--- config.mk ---
export PLATFORM = sky130hd
export DESIGN_NAME = raster_sync_interrupt_generator_core
export DESIGN_NICKNAME = d
export VERILOG_FILES = /design/src/sv/rsig_pkg.sv /design/src/sv/raster_sync_interrupt_generator_core.sv
export SDC_FILE = /design/constraint.sdc
export NUM_CORES = 1
export LEC_CHECK = 0
export ABC_AREA = 1
export BUFFER_PORTS_ARGS = -buffer_cell sky130_fd_sc_hd__buf_2
export CAP_MARGIN = 10
export CORE_MARGIN = 4
export CORE_UTILIZATION = 55
export CTS_BUF_LIST = sky130_fd_sc_hd__clkbuf_8
export CTS_CLUSTER_SIZE = 16
export DETAILED_ROUTE_END_ITERATION = 10
export PLACE_DENSITY = 0.79
export SETUP_SLACK_MARGIN = 0.02
export SLEW_MARGIN = 30
export SYNTH_ARGS = -nofsm -noshare
export SYNTH_HDL_FRONTEND = slang
export SYNTH_SLANG_ARGS = --single-unit
--- constraint.sdc ---
create_clock -name clock -period 7.8 [get_ports clock]
set_clock_uncertainty 0.05 [all_clocks]
set_input_delay 0.78 -clock clock [delete_from_list [all_inputs] [get_ports clock]]
set_output_delay 0.78 -clock clock [all_outputs]
set_load 0.02 [all_outputs]
--- src/sv/rsig_pkg.sv ---
// ----------------------------------------------------------------------------
// rsig_pkg
// Shared constants and types for the raster sync interrupt generator:
// register indexes, hblank match modes and register reset values.
// ----------------------------------------------------------------------------
package rsig_pkg;

   localparam int COORD_BITS_DEFAULT = 10;
   localparam int REG_BITS           = 10;
   localparam int CSR_INDEX_BITS     = 3;

   typedef enum logic [CSR_INDEX_BITS-1:0] {
      CSR_LINE_LENGTH    = 3'd0,
      CSR_FRAME_LINES    = 3'd1,
      CSR_HBLANK_MODE    = 3'd2,
      CSR_HBLANK_COMPARE = 3'd3,
      CSR_VBLANK_IN      = 3'd4,
      CSR_VBLANK_OUT     = 3'd5,
      CSR_PIXEL_DIVIDE   = 3'd6
   } csr_index_type;

   typedef enum logic [1:0] {
      HB_MODE_LINE     = 2'd0,
      HB_MODE_INTERVAL = 2'd1,
      HB_MODE_ALL      = 2'd2,
      HB_MODE_NONE     = 2'd3
   } hblank_mode_type;

   localparam logic [REG_BITS-1:0] LINE_LENGTH_RESET = 10'h359;
   localparam logic [REG_BITS-1:0] FRAME_LINES_RESET = 10'h106;
   localparam logic [REG_BITS-1:0] HB_COMPARE_RESET  = 10'h000;
   localparam logic [REG_BITS-1:0] VBLANK_IN_RESET   = 10'h104;
   localparam logic [REG_BITS-1:0] VBLANK_OUT_RESET  = 10'h015;
   localparam logic [1:0]          PIXEL_DIV_RESET   = 2'd2;

endpackage

--- src/sv/raster_sync_interrupt_generator_core.sv ---
// ----------------------------------------------------------------------------
// raster_sync_interrupt_generator_core
// Raster position counters with hblank / vblank-in / vblank-out interrupt
// pulses, at most one video clock tick per transaction.
// ----------------------------------------------------------------------------
// Responses are registered: rsp_* come from the output buffer entry.
// Throughput: 1 transaction per cycle while req_stall is low; a two-entry
// response buffer keeps the request side moving while one response waits.
// Writing hblank_compare starts a bit-serial remainder pass that rebuilds the
// line interval phase; requests stall meanwhile.
// Reset (synchronous): raster at column 0 row 0, registers at defaults.
module raster_sync_interrupt_generator_core #(
   parameter int COORD_BITS = rsig_pkg::COORD_BITS_DEFAULT
) (
   input  logic                                 clock,
   input  logic                                 reset,
   input  logic                                 req_valid,
   output logic                                 req_stall,
   input  logic                                 req_tick,
   output logic                                 rsp_valid,
   input  logic                                 rsp_stall,
   output logic                                 rsp_hblank_irq,
   output logic                                 rsp_vblank_in_irq,
   output logic                                 rsp_vblank_out_irq,
   output logic [COORD_BITS-1:0]                rsp_raster_column,
   output logic [COORD_BITS-1:0]                rsp_raster_row,
   input  logic                                 csr_write,
   input  logic [rsig_pkg::CSR_INDEX_BITS-1:0]  csr_index,
   input  logic [rsig_pkg::REG_BITS-1:0]        csr_data
);
   import rsig_pkg::*;

   localparam int CMP_BITS = (COORD_BITS > REG_BITS) ? COORD_BITS : REG_BITS;
   localparam int DIVD_BITS = COORD_BITS + 1;
   localparam int CNT_BITS = $clog2(DIVD_BITS + 1);

   typedef struct packed {
      logic                  hblank;
      logic                  vblank_in;
      logic                  vblank_out;
      logic [COORD_BITS-1:0] column;
      logic [COORD_BITS-1:0] row;
   } result_type;

   // configuration registers
   logic [REG_BITS-1:0] line_len_ff, frame_lines_ff, hb_cmp_ff, vin_line_ff, vout_line_ff;
   hblank_mode_type     hb_mode_ff;
   logic [1:0]          pix_div_ff;

   // raster state
   logic [COORD_BITS-1:0] column_ff, column_in;
   logic [COORD_BITS-1:0] row_ff, row_in;
   logic                  pix_phase_ff, pix_phase_in;
   logic [REG_BITS-1:0]   ivl_phase_ff, ivl_phase_in;

   // remainder unit
   logic                  busy_ff, busy_in;
   logic [CNT_BITS-1:0]   cnt_ff, cnt_in;
   logic [REG_BITS:0]     rem_ff, rem_in;
   logic [DIVD_BITS-1:0]  divd_ff, divd_in;
   logic [REG_BITS:0]     rem_trial;

   // response buffer
   result_type out_ff, out_in, skid_ff, skid_in, result;
   logic       out_valid_ff, out_valid_in, skid_valid_ff, skid_valid_in;

   logic req_accept, rsp_accept, advance, col_wrap, row_wrap, hb_match;
   logic cmp_write;
   logic [REG_BITS-1:0] ivl_inc;

   assign req_stall  = skid_valid_ff | busy_ff;
   assign req_accept = req_valid & ~req_stall;
   assign rsp_valid  = out_valid_ff;
   assign rsp_accept = out_valid_ff & ~rsp_stall;

   assign rsp_hblank_irq     = out_ff.hblank;
   assign rsp_vblank_in_irq  = out_ff.vblank_in;
   assign rsp_vblank_out_irq = out_ff.vblank_out;
   assign rsp_raster_column  = out_ff.column;
   assign rsp_raster_row     = out_ff.row;

   assign cmp_write = csr_write & (csr_index == CSR_HBLANK_COMPARE);

   // divide-by-one (or zero) advances every tick, otherwise every other tick
   assign advance = req_accept & req_tick & (~pix_div_ff[1] | pix_phase_ff);

   always_comb begin
      col_wrap = CMP_BITS'(column_ff) >= CMP_BITS'(line_len_ff);
      row_wrap = CMP_BITS'(row_ff) >= CMP_BITS'(frame_lines_ff);

      pix_phase_in = pix_phase_ff;
      if (req_accept && req_tick) begin
         pix_phase_in = pix_div_ff[1] & ~pix_phase_ff;
      end

      column_in = column_ff;
      row_in    = row_ff;
      if (advance) begin
         if (col_wrap) begin
            column_in = '0;
            row_in    = row_wrap ? '0 : row_ff + 1'b1;
         end else begin
            column_in = column_ff + 1'b1;
         end
      end

      // interval phase tracks (row + 1) mod hblank_compare
      ivl_inc = (ivl_phase_ff + 1'b1 == hb_cmp_ff) ? '0 : ivl_phase_ff + 1'b1;
      ivl_phase_in = ivl_phase_ff;
      if (busy_ff && cnt_ff == CNT_BITS'(1)) begin
         ivl_phase_in = rem_in[REG_BITS-1:0];
      end else if (advance && col_wrap) begin
         if (row_in == '0) begin
            ivl_phase_in = (hb_cmp_ff == REG_BITS'(1)) ? '0 : REG_BITS'(1);
         end else begin
            ivl_phase_in = ivl_inc;
         end
      end

      unique case (hb_mode_ff)
         HB_MODE_LINE:     hb_match = CMP_BITS'(row_in) == CMP_BITS'(hb_cmp_ff);
         HB_MODE_INTERVAL: hb_match = (hb_cmp_ff != '0) && (ivl_phase_in == '0);
         HB_MODE_ALL:      hb_match = 1'b1;
         HB_MODE_NONE:     hb_match = 1'b0;
         default:          hb_match = 1'b0;
      endcase

      result.hblank     = advance & col_wrap & hb_match;
      result.vblank_in  = advance & col_wrap &
                          (CMP_BITS'(row_in) == CMP_BITS'(vin_line_ff));
      result.vblank_out = advance & col_wrap &
                          (CMP_BITS'(row_in) == CMP_BITS'(vout_line_ff));
      result.column     = column_in;
      result.row        = row_in;
   end

   // restoring remainder of (row + 1) by hblank_compare, one bit per cycle
   always_comb begin
      rem_trial = {rem_ff[REG_BITS-1:0], divd_ff[DIVD_BITS-1]};
      rem_in    = rem_ff;
      divd_in   = divd_ff;
      cnt_in    = cnt_ff;
      busy_in   = busy_ff;
      if (cmp_write) begin
         rem_in  = '0;
         divd_in = DIVD_BITS'(row_ff) + 1'b1;
         cnt_in  = CNT_BITS'(DIVD_BITS);
         busy_in = 1'b1;
      end else if (busy_ff) begin
         rem_in  = (rem_trial >= {1'b0, hb_cmp_ff}) ? rem_trial - {1'b0, hb_cmp_ff}
                                                     : rem_trial;
         divd_in = {divd_ff[DIVD_BITS-2:0], 1'b0};
         cnt_in  = cnt_ff - 1'b1;
         busy_in = cnt_ff != CNT_BITS'(1);
      end
   end

   // two-entry response buffer
   always_comb begin
      out_in        = out_ff;
      out_valid_in  = out_valid_ff;
      skid_in       = skid_ff;
      skid_valid_in = skid_valid_ff;
      if (rsp_accept) begin
         out_valid_in = skid_valid_ff;
         out_in       = skid_ff;
         skid_valid_in = 1'b0;
      end
      if (req_accept) begin
         if (!out_valid_ff || rsp_accept) begin
            out_in       = result;
            out_valid_in = 1'b1;
         end else begin
            skid_in       = result;
            skid_valid_in = 1'b1;
         end
      end
   end

   always_ff @(posedge clock) begin
      if (reset) begin
         line_len_ff    <= LINE_LENGTH_RESET;
         frame_lines_ff <= FRAME_LINES_RESET;
         hb_mode_ff     <= HB_MODE_LINE;
         hb_cmp_ff      <= HB_COMPARE_RESET;
         vin_line_ff    <= VBLANK_IN_RESET;
         vout_line_ff   <= VBLANK_OUT_RESET;
         pix_div_ff     <= PIXEL_DIV_RESET;
         column_ff      <= '0;
         row_ff         <= '0;
         pix_phase_ff   <= 1'b0;
         ivl_phase_ff   <= '0;
         busy_ff        <= 1'b0;
         cnt_ff         <= '0;
         out_valid_ff   <= 1'b0;
         skid_valid_ff  <= 1'b0;
      end else begin
         if (csr_write) begin
            case (csr_index)
               CSR_LINE_LENGTH:    line_len_ff    <= csr_data;
               CSR_FRAME_LINES:    frame_lines_ff <= csr_data;
               CSR_HBLANK_MODE:    hb_mode_ff     <= hblank_mode_type'(csr_data[1:0]);
               CSR_HBLANK_COMPARE: hb_cmp_ff      <= csr_data;
               CSR_VBLANK_IN:      vin_line_ff    <= csr_data;
               CSR_VBLANK_OUT:     vout_line_ff   <= csr_data;
               CSR_PIXEL_DIVIDE:   pix_div_ff     <= csr_data[1:0];
               default:            ;
            endcase
         end
         column_ff     <= column_in;
         row_ff        <= row_in;
         pix_phase_ff  <= pix_phase_in;
         ivl_phase_ff  <= ivl_phase_in;
         busy_ff       <= busy_in;
         cnt_ff        <= cnt_in;
         out_valid_ff  <= out_valid_in;
         skid_valid_ff <= skid_valid_in;
      end
   end

   always_ff @(posedge clock) begin
      rem_ff  <= rem_in;
      divd_ff <= divd_in;
      out_ff  <= out_in;
      skid_ff <= skid_in;
   end

endmodule

After elaboration in Yosys (flattened, before gate mapping)
Index checks and enable logic that the tools add are counted.
{"block": "op_classes", "n_addsub": 6, "multipliers": 0, "div": 0, "n_lt_le_gt_ge": 3, "eq_ne": 16, "shifts": 0, "mux": 29, "n_bitwise": 17, "n_reduce_logical": 21}
{"op": "$mux 10", "n": 12}
{"op": "$mux 23", "n": 3}
{"op": "$eq 10x10->1", "n": 4}
{"op": "$add 10x1->10 const B", "n": 3}
{"op": "$mux 11", "n": 2}
{"op": "$ge 10x10->1", "n": 2}
{"op": "$logic_not 10->1", "n": 2}
{"op": "$reduce_and 2->1", "n": 8}
{"op": "$add 10x1->11 const B", "n": 1}
{"op": "$ge 11x10->1", "n": 1}
{"op": "$and 1x1->1", "n": 10}
{"op": "$eq 10x1->1 const B", "n": 1}
{"op": "$reduce_bool 10->1", "n": 1}
{"op": "$sub 10x10->10", "n": 1}
{"op": "$eq 3x3->1 const B", "n": 3}
{"op": "$mux 1", "n": 9}
{"op": "$mux 4", "n": 2}
{"op": "$eq 3x2->1 const B", "n": 2}
{"op": "$not 1->1", "n": 5}
{"op": "$eq 2x2->1 const B", "n": 2}
{"op": "$eq 4x1->1 const B", "n": 1}
{"op": "$logic_and 1x1->1", "n": 4}
{"op": "$ne 4x1->1 const B", "n": 1}
{"op": "$pmux 1 s4", "n": 1}
{"op": "other kinds (10)", "n": 11}
{"block": "word_totals", "ff_bits": 159, "latchBits": 0, "mem_bits_rw": 0, "romBits": 0, "n_memories": 0}

Logic depth before layout (Yosys ltp)
Gate-level depths: netlist of the first run.
{"block": "logic_depth", "word_depth": 16, "depth_mapped": 26}

Least setup slack after synthesis of the first run
No wires, ideal clock.
{"block": "synth_path", "path_kind": "input to register", "from": "input port req_valid", "to": "register skid_ff[22] (netlist bit) (data pin)", "setup_time_ns": 0.252, "t_arrival_ns": 2.506, "required_ns": 7.498, "slack_ns": 4.992, "stages": 20, "cell_sequence": "inv_1 -> nor2_2 -> nand2_1 -> a21oi_2 -> nand2_2 -> buf_6 -> nor2_1 -> nand2_1 -> o21ai_2 -> nor2_1 -> nand3_4 -> nand2_1 -> o21ai_0 -> nand2_1 -> nand2_1 -> nor2_1 -> nand2_1 -> nand2_1 -> nand2_1 -> inv_1"}
{"item": "from (decl)", "line_no": "raster_sync_interrupt_generator_core.sv:17", "rtl": "input logic req_valid,"}
{"item": "to (signal assigned)", "line_no": "raster_sync_interrupt_generator_core.sv:225", "rtl": "skid_ff <= skid_in;"}
{"item": "to (decl)", "line_no": "raster_sync_interrupt_generator_core.sv:64", "rtl": "result_type out_ff, out_in, skid_ff, skid_in, result;"}

==> results of run 1 <==
[path summary, 6_finish.rpt]
path / start / end / slack, ns / cells past startpoint
worst max-delay path: busy_ff / skid_ff[22] / 3.65 / 22
worst max register to register: busy_ff / skid_ff[22] / 3.65 / 22
worst min-delay path: frame_lines_ff[7] / frame_lines_ff[7] / 0.42 / 2
worst min register to register: frame_lines_ff[7] / frame_lines_ff[7] / 0.42 / 2
[synthesized netlist by cell type, types with 5 or more instances]
cell      count  area (µm²)
nand3_1      63         315
xor2_1       23         201
o21ai_0      74         370
nand2_2       5        31.3
o211ai_1     10        75.1
ha_1         35         438
xnor2_1      11        96.3
nand4_1      20         125
nand2_1     275        1030
nor4_1        6        37.5
nor3_1       16        80.1
a21oi_1      59         295
edfxtp_1     34        1020
dfxtp_1     124        2480
clkbuf_1     27         101
nor2_1      143         537
inv_1       154         578
a31oi_1      10        62.6
[power by group through the flow]
stage                     clock (W)  combinational [W]  sequential (W)
after floorplan                   0           0.000353        0.000966
final                      0.000601           0.000499        0.000932
after global placement            0           0.000479        0.000949
after CTS                  0.000608           0.000493        0.000932
after global routing       0.000646           0.000561        0.000941
after detailed placement          0           0.000490        0.000950
[final cells by class]
cell class              count  area [µm²]  share of cell area [%]
flip-flops and latches    158        3500                    38.7
inverters                 158         593                    6.56
well taps                 184         230                    2.55
repair buffers             49         260                    2.88
multi-input cells         790        4070                    45.0
clock inverters            15         153                    1.69
clock buffers              17         234                    2.59
[critical path, cell delays in order (launching register included)]
cell     delay, ns
dfxtp_1       0.49
inv_2         0.23
nand2_2       0.11
nor2_2        0.13
nand2_1       0.11
a21oi_2       0.36
nand2_2       0.52
inv_2         0.44
nand2_1       0.09
nand2_1       0.22
nand3_1       0.14
nor2_2        0.21
nand3_4       0.17
nand2_1       0.09
nand3_1       0.06
nand2_1       0.07
nand2_1       0.07
nand2_1       0.06
nor2_1        0.04
nand2_1       0.06
nand2_1       0.04
nand2_1       0.08
inv_1         0.05
[flip-flops by register name, summed over array words and instances, names as in the netlist, 2 cells and up, named ones only]
signal,count
vin_line_ff,10
skid_ff,23
rsp_raster_column,10
vout_line_ff,10
divd_ff,11
hb_cmp_ff,10
line_len_ff,10
row_ff,10
frame_lines_ff,10
hb_mode_ff,2
rem_ff,10
rsp_raster_row,10
column_ff,10
cnt_ff,4
ivl_phase_ff,10
[layer usage]
| metal | vias to the layer above | part of all wire [%] | global-route usage [%] |
|---|---|---|---|
| met3 | 47 | 9.0 | 6.02 |
| met1 | 3481 | 44 | 37.8 |
| li1 | 3766 | - | - |
| met4 | 0 | 2.6 | 8.59 |
| met5 | - | 0 | 0 |
| met2 | 342 | 44 | 38.5 |
[kinds of logic after synthesis]
group | count (synthesis) | synth area share [%]
XOR/XNOR | 35 | 3.86
AND/OR/NAND/NOR | 540 | 27.1
buffers and inverters | 192 | 8.85
AO/OA/AOI/OAI | 179 | 12.5
adder cells (fa/ha/maj) | 36 | 5.52
flip-flops | 158 | 42.2
[metrics by stage]
step | instance area [µm²] | instances | power [W] | worst slack [ns] | utilization [%]
3_5_place_dp | 8660 | 1339 | 0.00144 | 3.63 | 59.1
4_1_cts | 9040 | 1371 | 0.00203 | 3.69 | 61.8
6_report | 9040 | 1371 | 0.00203 | 3.65 | 61.8
5_1_grt | 9040 | 1371 | 0.00215 | 3.28 | 61.8
2_1_floorplan | 8300 | 1140 | 0.00132 | 4.99 | -
3_3_place_gp | 8650 | 1339 | 0.00143 | 3.75 | 59.1
==> impl_metrics.yaml, run 1 <==
synthesis:
  synth-edff-count: 34
  yosysWarnings: 0
  synthDistinctLibCells: 49
  avgSynthCellArea_um2: 7.28
  ys_seq_area_share_pct: 42.2
  synth_nets: 1195
  ys.flop_type: "dfxtp_1"
  postSynthCellCount: 1140
  ys_ff_latch: 158
  netlist_area_um2: 8300
  ys_async_sr_fraction_pct: 0
sta:
  period_minus_slack_ns: 4.15
  drv_slew: 0
  rsz0062_at_grt: "no"
  timing.fmax_mhz: 241
  hold_violations: 0
  setup_viol: 0
  final.setup.tns_ns: 0
  fin_crit_sh_pct: 53.2
  hold-worst-slack_ns: 0.419
  worstMarginPinSlew_ns: 0.797
  max_slew_margin_pct: 46.8
run:
  cap_violations: 0
clock_network:
  root_buffer: "clkbuf_8"
  cts_resized: 0
  clock_latency_ns: 0.47
  htree_levels: 4
  clockBufferDepth: 2
  cts_sinks: 158
  cts_hold_buf: 0
  cts_tree: "done"
  cts.reportedPaths.clkPinSlew_ns: 0.09
  cts_setup_buffers: 0
  cts_buffers: 17
finish:
  antenna_cells: 0
  final_cell_mix: "275 x nand2_1, 154 x inv_1, 141 x nor2_1"
  final_common_cell: "nand2_1"
  fin_nets: 1229
  fill_cells: 1312
  area_growth_pct: 8.92
  layout-drive-gt1-share_pct: 8.85
global_route:
  grt_pass1_wl_um: 34500
  grt_usage_pct: 26.1
  grt_max_degree: 42
  antenna_found_initial: 0
  first_global_vias: 6730
  overflow: 0
detailed_routing:
  wl_um: 21700
  first_pass_iters: 6
  drc: 0
  dr.first_iter.drc_count: 761
  dr_total_vias: 7636
  vias_per_cell: 5.57
  ant_nets: 0
  wl_per_cell_um: 15.9
pwr:
  comb_power_share_pct: 24.6
  p_per_area_nw_per_um2: 225
  ir_drop_uv: 147
  p_leak_nw: 4.21
  netSwitchingFraction_pct: 34.4
  seq_power_share_pct: 45.9
  p_switching_w: 0.000699
  p_int_w: 0.00133
  power.share.clock_pct: 29.6
placement:
  globalplace.congestion: 0.929
  dpl.hpwl_um: 15800
  port_buffers: 43
floorplan:
  die_w_um: 131
  core_area_um2: 14600
  die_h_um: 131
  die_area_um2: 17100
  io_pins: 44
  rows: 44
  start_util_pct: 56.7
worst_setup_path:
  cp.arrival_ns: 4.34
  worst_setup_path_end_kind: "flop"
  critical_path_required_ns: 7.99
  crit_type: "flop to flop"
  cp_max_fo: 30
  critPathLaunchType: "flop"
status:
  status: "completed"
worst_hold_path:
  hp-class: "flop to flop"
(Power assumes the default switching activity.)
==> inputs of run 2 (changes only) <==
--- a/config.mk
+++ b/config.mk
@@ -13,7 +13,7 @@
 export CTS_BUF_LIST = sky130_fd_sc_hd__clkbuf_8
 export CTS_CLUSTER_SIZE = 16
 export DETAILED_ROUTE_END_ITERATION = 10
-export PLACE_DENSITY = 0.79
+export PLACE_DENSITY = 0.82
 export SETUP_SLACK_MARGIN = 0.02
 export SLEW_MARGIN = 30
 export SYNTH_ARGS = -nofsm -noshare
==> constraint.sdc (replaced) <==
create_clock -name clock -period 3.7 [get_ports clock]
set_clock_uncertainty 0.05 [all_clocks]
set_input_delay 0.37 -clock clock [delete_from_list [all_inputs] [get_ports clock]]
set_output_delay 0.37 -clock clock [all_outputs]
set_load 0.02 [all_outputs]
==> impl_metrics.yaml, run 2 (synthesized netlist as in run 1, its figures left out) <==
global_route:
  grt_max_degree: 55
  antenna_found_initial: 0
  grt_pass1_wl_um: 34900
  grt_usage_pct: 26.0
  first_global_vias: 6888
  overflow: 0
clock_network:
  cts.reportedPaths.clkPinSlew_ns: 0.09
  htree_levels: 4
  cts_hold_buf: 0
  cts_tree: "done"
  clockBufferDepth: 2
  root_buffer: "clkbuf_8"
  clock_latency_ns: 0.47
  cts_sinks: 158
  cts_buffers: 17
sta:
  period_minus_slack_ns: 3.40
  hold_violations: 0
  max_slew_margin_pct: 43.0
  fin_ws_ns: 0.301
  setup_viol: 0
  hold-worst-slack_ns: 0.158
  worstMarginPinSlew_ns: 0.852
  timing.fmax_mhz: 294
  drv_slew: 0
  final.setup.tns_ns: 0
  fin_crit_sh_pct: 91.9
  rsz0062_at_grt: "no"
detailed_routing:
  ant_nets: 0
  dr_total_vias: 7582
  vias_per_cell: 5.48
  wl_um: 21600
  drc: 0
  wl_per_cell_um: 15.6
  first_pass_iters: 7
  dr.first_iter.drc_count: 846
finish:
  final_common_cell: "nand2_1"
  fill_cells: 1270
  reg_top3: "skid_ff (23), divd_ff (11)"
  largest_reg_flops: 23
  fin_nets: 1242
  antenna_cells: 0
  final_cell_mix: "274 x nand2_1, 157 x inv_1, 142 x nor2_1"
  layout-drive-gt1-share_pct: 9.67
  area_growth_pct: 10.2
  top_register: "skid_ff"
  design_area_um2: 9150
run:
  cap_violations: 0
worst_setup_path:
  reg2reg_to: "rsp_vblank_out_irq"
  r2r_slack_ns: 0.30
  reg2reg_depth: 16
  cp.arrival_ns: 3.74
  cp-startpoint: "column_ff[5]"
  worst_setup_path_end_kind: "flop"
  crit-reg2reg-launch: "column_ff[5]"
  critPathLaunchType: "flop"
  crit_type: "flop to flop"
  cp-endpoint: "rsp_vblank_out_irq"
  cp_max_fo: 10
  critical_path_required_ns: 4.04
placement:
  dpl.hpwl_um: 15600
  port_buffers: 43
  dpl_cell_area_um2: 8720
  globalplace.congestion: 0.944
  dpl_worst_slack_ns: 0.261
pwr:
  p_int_w: 0.00286
  seq_power_share_pct: 46.0
  comb_power_share_pct: 24.4
  finalPower_w: 0.00430
  ir_drop_uv: 215
  p_switching_w: 0.00144
  p_per_area_nw_per_um2: 469
  p_leak_nw: 4.31
  netSwitchingFraction_pct: 33.4
  power.share.clock_pct: 29.6
worst_hold_path:
  hp-class: "input port to flop"
floorplan:
  rows: 44
  start_util_pct: 56.7
  io_pins: 44
  core_area_um2: 14600
  die_w_um: 131
  die_area_um2: 17100
  die_h_um: 131
status:
  status: "completed"
==> run 2: what timing repair did <==
item / CTS / global route
setup endpoints to repair: 0 / 3
resized for setup: 0 / 3
buffers inserted: 0 / 5
==> run 2: power groups by stage <==
stage	registers [W]	clock network (W)	logic (W)
final	0.00198	0.00127	0.00105
after global routing	0.00199	0.00135	0.00119
after CTS	0.00197	0.00127	0.00103
after detailed placement	0.00201	0	0.00102
after global placement	0.00201	0	0.00101
after floorplan	0.00204	0	0.000744
==> run 2: area by class of cell <==
cell class                 instances  area, µm²  share of cell area (%)
inverter                         158        593                    6.48
clock buffer                      17        234                    2.56
clock inverter                    15        146                    1.60
multi-input combinational        790       4090                    44.7
sequential                       158       3500                    38.3
tap                              184        230                    2.52
timing repair buffer              62        358                    3.91
==> run 2: critical path: stages (launching register included) <==
cell       delay (ns)
dfxtp_1          0.49
ha_1             0.30
nand2_1          0.09
inv_1            0.04
nand2_1          0.05
nand2_1          0.05
nand2_1          0.05
nand3_1          0.23
nand2_4          0.22
inv_2            0.13
buf_4            0.19
nand2_1          0.06
nand2_1          0.09
buf_4            0.19
a2111oi_0        0.59
nand3_1          0.28
a21oi_1          0.22
==> run 2: metrics by stage <==
step / utilization, % / cells
5_1_grt: 62.5 / 1384
3_3_place_gp: 59.5 / 1347
6_report: 62.5 / 1384
4_1_cts: 62.1 / 1379
2_1_floorplan: - / 1140
3_5_place_dp: 59.5 / 1347
==> run 2: worst min-delay path by stage <==
stage | startpoint | cells past startpoint | slack [ns] | endpoint
final | csr_index[2] | 3 | 0.16 | pix_div_ff[1]
after global routing | csr_write | 3 | 0.17 | pix_div_ff[1]
after CTS | csr_index[2] | 3 | 0.15 | pix_div_ff[1]
after detailed placement | frame_lines_ff[3] | 2 | 0.40 | frame_lines_ff[3]
after global placement | frame_lines_ff[3] | 2 | 0.40 | frame_lines_ff[3]
after floorplan | frame_lines_ff[3] | 2 | 0.39 | frame_lines_ff[3]
==> run 2: layer usage <==
metal | GRT usage (%) | wire length, µm
met3 | 5.41 | 1820
met2 | 39.4 | 9550
met4 | 8.23 | 444
met5 | 0 | 0
met1 | 37.4 | 9820
==> inputs of run 3 (changes only) <==
--- a/config.mk
+++ b/config.mk
@@ -8,12 +8,14 @@
 export ABC_AREA = 1
 export BUFFER_PORTS_ARGS = -buffer_cell sky130_fd_sc_hd__buf_2
 export CAP_MARGIN = 10
+export CELL_PAD_IN_SITES_DETAIL_PLACEMENT = 0
+export CELL_PAD_IN_SITES_GLOBAL_PLACEMENT = 1
 export CORE_MARGIN = 4
-export CORE_UTILIZATION = 55
+export CORE_UTILIZATION = 42
 export CTS_BUF_LIST = sky130_fd_sc_hd__clkbuf_8
 export CTS_CLUSTER_SIZE = 16
 export DETAILED_ROUTE_END_ITERATION = 10
-export PLACE_DENSITY = 0.82
+export PLACE_DENSITY_LB_ADDON = 0.1
 export SETUP_SLACK_MARGIN = 0.02
 export SLEW_MARGIN = 30
 export SYNTH_ARGS = -nofsm -noshare
==> impl_metrics.yaml, run 3 (synthesized netlist as in run 1, its figures left out) <==
sta:
  timing.fmax_mhz: 302
  hold_violations: 0
  drv_slew: 0
  max_slew_margin_pct: 49.1
  period_minus_slack_ns: 3.31
  final.setup.tns_ns: 0
  worstMarginPinSlew_ns: 0.763
  setup_viol: 0
  rsz0062_at_grt: "no"
  fin_crit_sh_pct: 89.4
worst_setup_path:
  cp.arrival_ns: 3.47
  cpMaxStageDelayCell: "dfxtp_1"
  crit_type: "flop to flop"
  crit_family: "simple AND/OR/NAND/NOR gates"
  r2r_slack_ns: 0.39
  critPathLaunchType: "flop"
  reg2reg_to: "skid_ff[22]"
  critical_path_required_ns: 3.87
  critPathMostFrequentCell: "nand2_1"
  max_stage_delay_ns: 0.45
  critical_path.n_buffers_inverters: 2
  cp_max_fo: 12
  worst_setup_path_end_kind: "flop"
  reg2reg_depth: 22
  path_cells: "ha_1 > a21oi_1 > nand2_1 > nand2_1 > nand3_1 > nand2_4 > buf_12 > nand2_1 > nand2_1 > nand3_1 > nor2_2 > nand3_4 > nand2_1 > nand3_1 > nand2_1 > nand2_1 > nand2_1 > nor2_1 > nand2_1 > nand2_1 > nand2_1 > inv_1"
  crit-reg2reg-launch: "column_ff[5]"
worst_hold_path:
  worstHoldStart: "csr_index[2]"
  hp-class: "input port to flop"
  min_path_cells: 3
  whs_endpoint: "pix_div_ff[1]"
global_route:
  grt_usage_pct: 21.4
  grt_max_degree: 55
  gr-usage-met1_pct: 31.9
  top_usage_layer: "met2"
  first_global_vias: 6785
  grt_pass1_wl_um: 36900
  grtUsageMet2_pct: 32.8
  grt_util_met3_pct: 3.56
  antenna_found_initial: 0
  overflow: 0
run:
  cap_violations: 0
clock_network:
  cts_setup_buffers: 0
  cts.reportedPaths.clkPinSlew_ns: 0.10
  cts_sinks: 158
  cts_resized: 0
  root_buffer: "clkbuf_8"
  cts_hold_buf: 0
  htree_levels: 4
  cts_buffers: 17
  clockBufferDepth: 2
  clock_latency_ns: 0.46
  cts_tree: "done"
finish:
  layout-drive-gt1-share_pct: 10.0
  final_common_cell: "nand2_1"
  fill_cells: 2031
  top_register: "skid_ff"
  design_area_um2: 9310
  multiInputGateArea_um2: 4080
  largest_reg_flops: 23
  area_growth_pct: 12.2
  reg_top3: "skid_ff (23), divd_ff (11)"
  antenna_cells: 0
  fin_nets: 1246
  regArea_um2: 3500
  final_cell_mix: "275 x nand2_1, 154 x inv_1, 142 x nor2_1"
detailed_routing:
  dr.first_iter.drc_count: 616
  first_pass_iters: 7
  wl_um: 23000
  ant_nets: 0
  vias_per_cell: 4.97
  dr_total_vias: 7302
  wl_per_cell_um: 15.7
  drc: 0
floorplan:
  io_pins: 44
  start_util_pct: 42.7
  die_w_um: 149
  die_area_um2: 22100
  core_area_um2: 19500
  die_h_um: 149
  rows: 51
placement:
  dpl_cell_area_um2: 8900
  globalplace.congestion: 0.857
  port_buffers: 43
  dpl.hpwl_um: 17200
pwr:
  p_leak_nw: 4.34
  ir_drop_uv: 201
  p_per_area_nw_per_um2: 475
status:
  status: "completed"
## run 3: cell count changes in the layout (fill, tap and decap cells not counted), moves of 2 or more
| cell | previous run | this run |
|---|---|---|
| buf_4 | 19 | 22 |
| inv_1 | 157 | 154 |
| inv_8 | 0 | 4 |
| clkinv_2 | 3 | 1 |
## run 3: stage by stage
| step | hold slack [ns] | std cells | power, W | utilization [%] | setup slack (ns) |
|---|---|---|---|---|---|
| floorplan | 0.385 | 1140 | 0.00278 | - | 0.908 |
| global placement | 0.404 | 1437 | 0.00311 | 45.7 | 0.499 |
| detailed placement | 0.406 | 1437 | 0.00310 | 45.7 | 0.407 |
| CTS | 0.129 | 1469 | 0.00446 | 47.8 | 0.381 |
| global route | 0.156 | 1469 | 0.00471 | 47.9 | 0.0317 |
| finish | 0.150 | 1469 | 0.00443 | 47.9 | 0.393 |
## run 3: how the worst max path moves through the flow
| stage | start | endpoint | slack (ns) | cells past startpoint |
|---|---|---|---|---|
| global route | column_ff[5] | skid_ff[22] | 0.03 | 23 |
| detailed placement | column_ff[5] | skid_ff[22] | 0.41 | 22 |
| floorplan | line_len_ff[9] | skid_ff[22] | 0.91 | 22 |
| global placement | column_ff[5] | skid_ff[22] | 0.50 | 23 |
| CTS | column_ff[5] | skid_ff[22] | 0.38 | 22 |
| finish | column_ff[5] | skid_ff[22] | 0.39 | 22 |
## run 3: area by class of cell
| class | instances | share of cell area [%] |
|---|---|---|
| sequential | 158 | 37.6 |
| clock buffer | 17 | 2.51 |
| inverter | 158 | 6.37 |
| timing repair buffer | 66 | 4.30 |
| clock inverter | 15 | 1.87 |
| tap | 265 | 3.56 |
| multi-input combinational | 790 | 43.8 |
## run 3: power by group
part	internal, W	total, W	switching, W
registers	0.00188	0.00197	0.0000893
clock network	0.000626	0.00136	0.000735
logic	0.000407	0.00109	0.000687
total	0.00292	0.00443	0.00151
## run 3: worst register-to-register path, stage by stage (launching register included)
cell and delay [ns]:
dfxtp_1 0.45, ha_1 0.29, a21oi_1 0.17, nand2_1 0.07
nand2_1 0.05, nand3_1 0.22, nand2_4 0.23, buf_12 0.17
nand2_1 0.06, nand2_1 0.19, nand3_1 0.14, nor2_2 0.20
nand3_4 0.17, nand2_1 0.10, nand3_1 0.06, nand2_1 0.06
nand2_1 0.07, nand2_1 0.06, nor2_1 0.05, nand2_1 0.06
nand2_1 0.04, nand2_1 0.09, inv_1 0.04
## run 3: metal layers
layer	routed length [µm]	share of wire [%]
met1	11700	51
met2	10200	44
met4	193	0.84
met5	0	0
met3	922	4.0
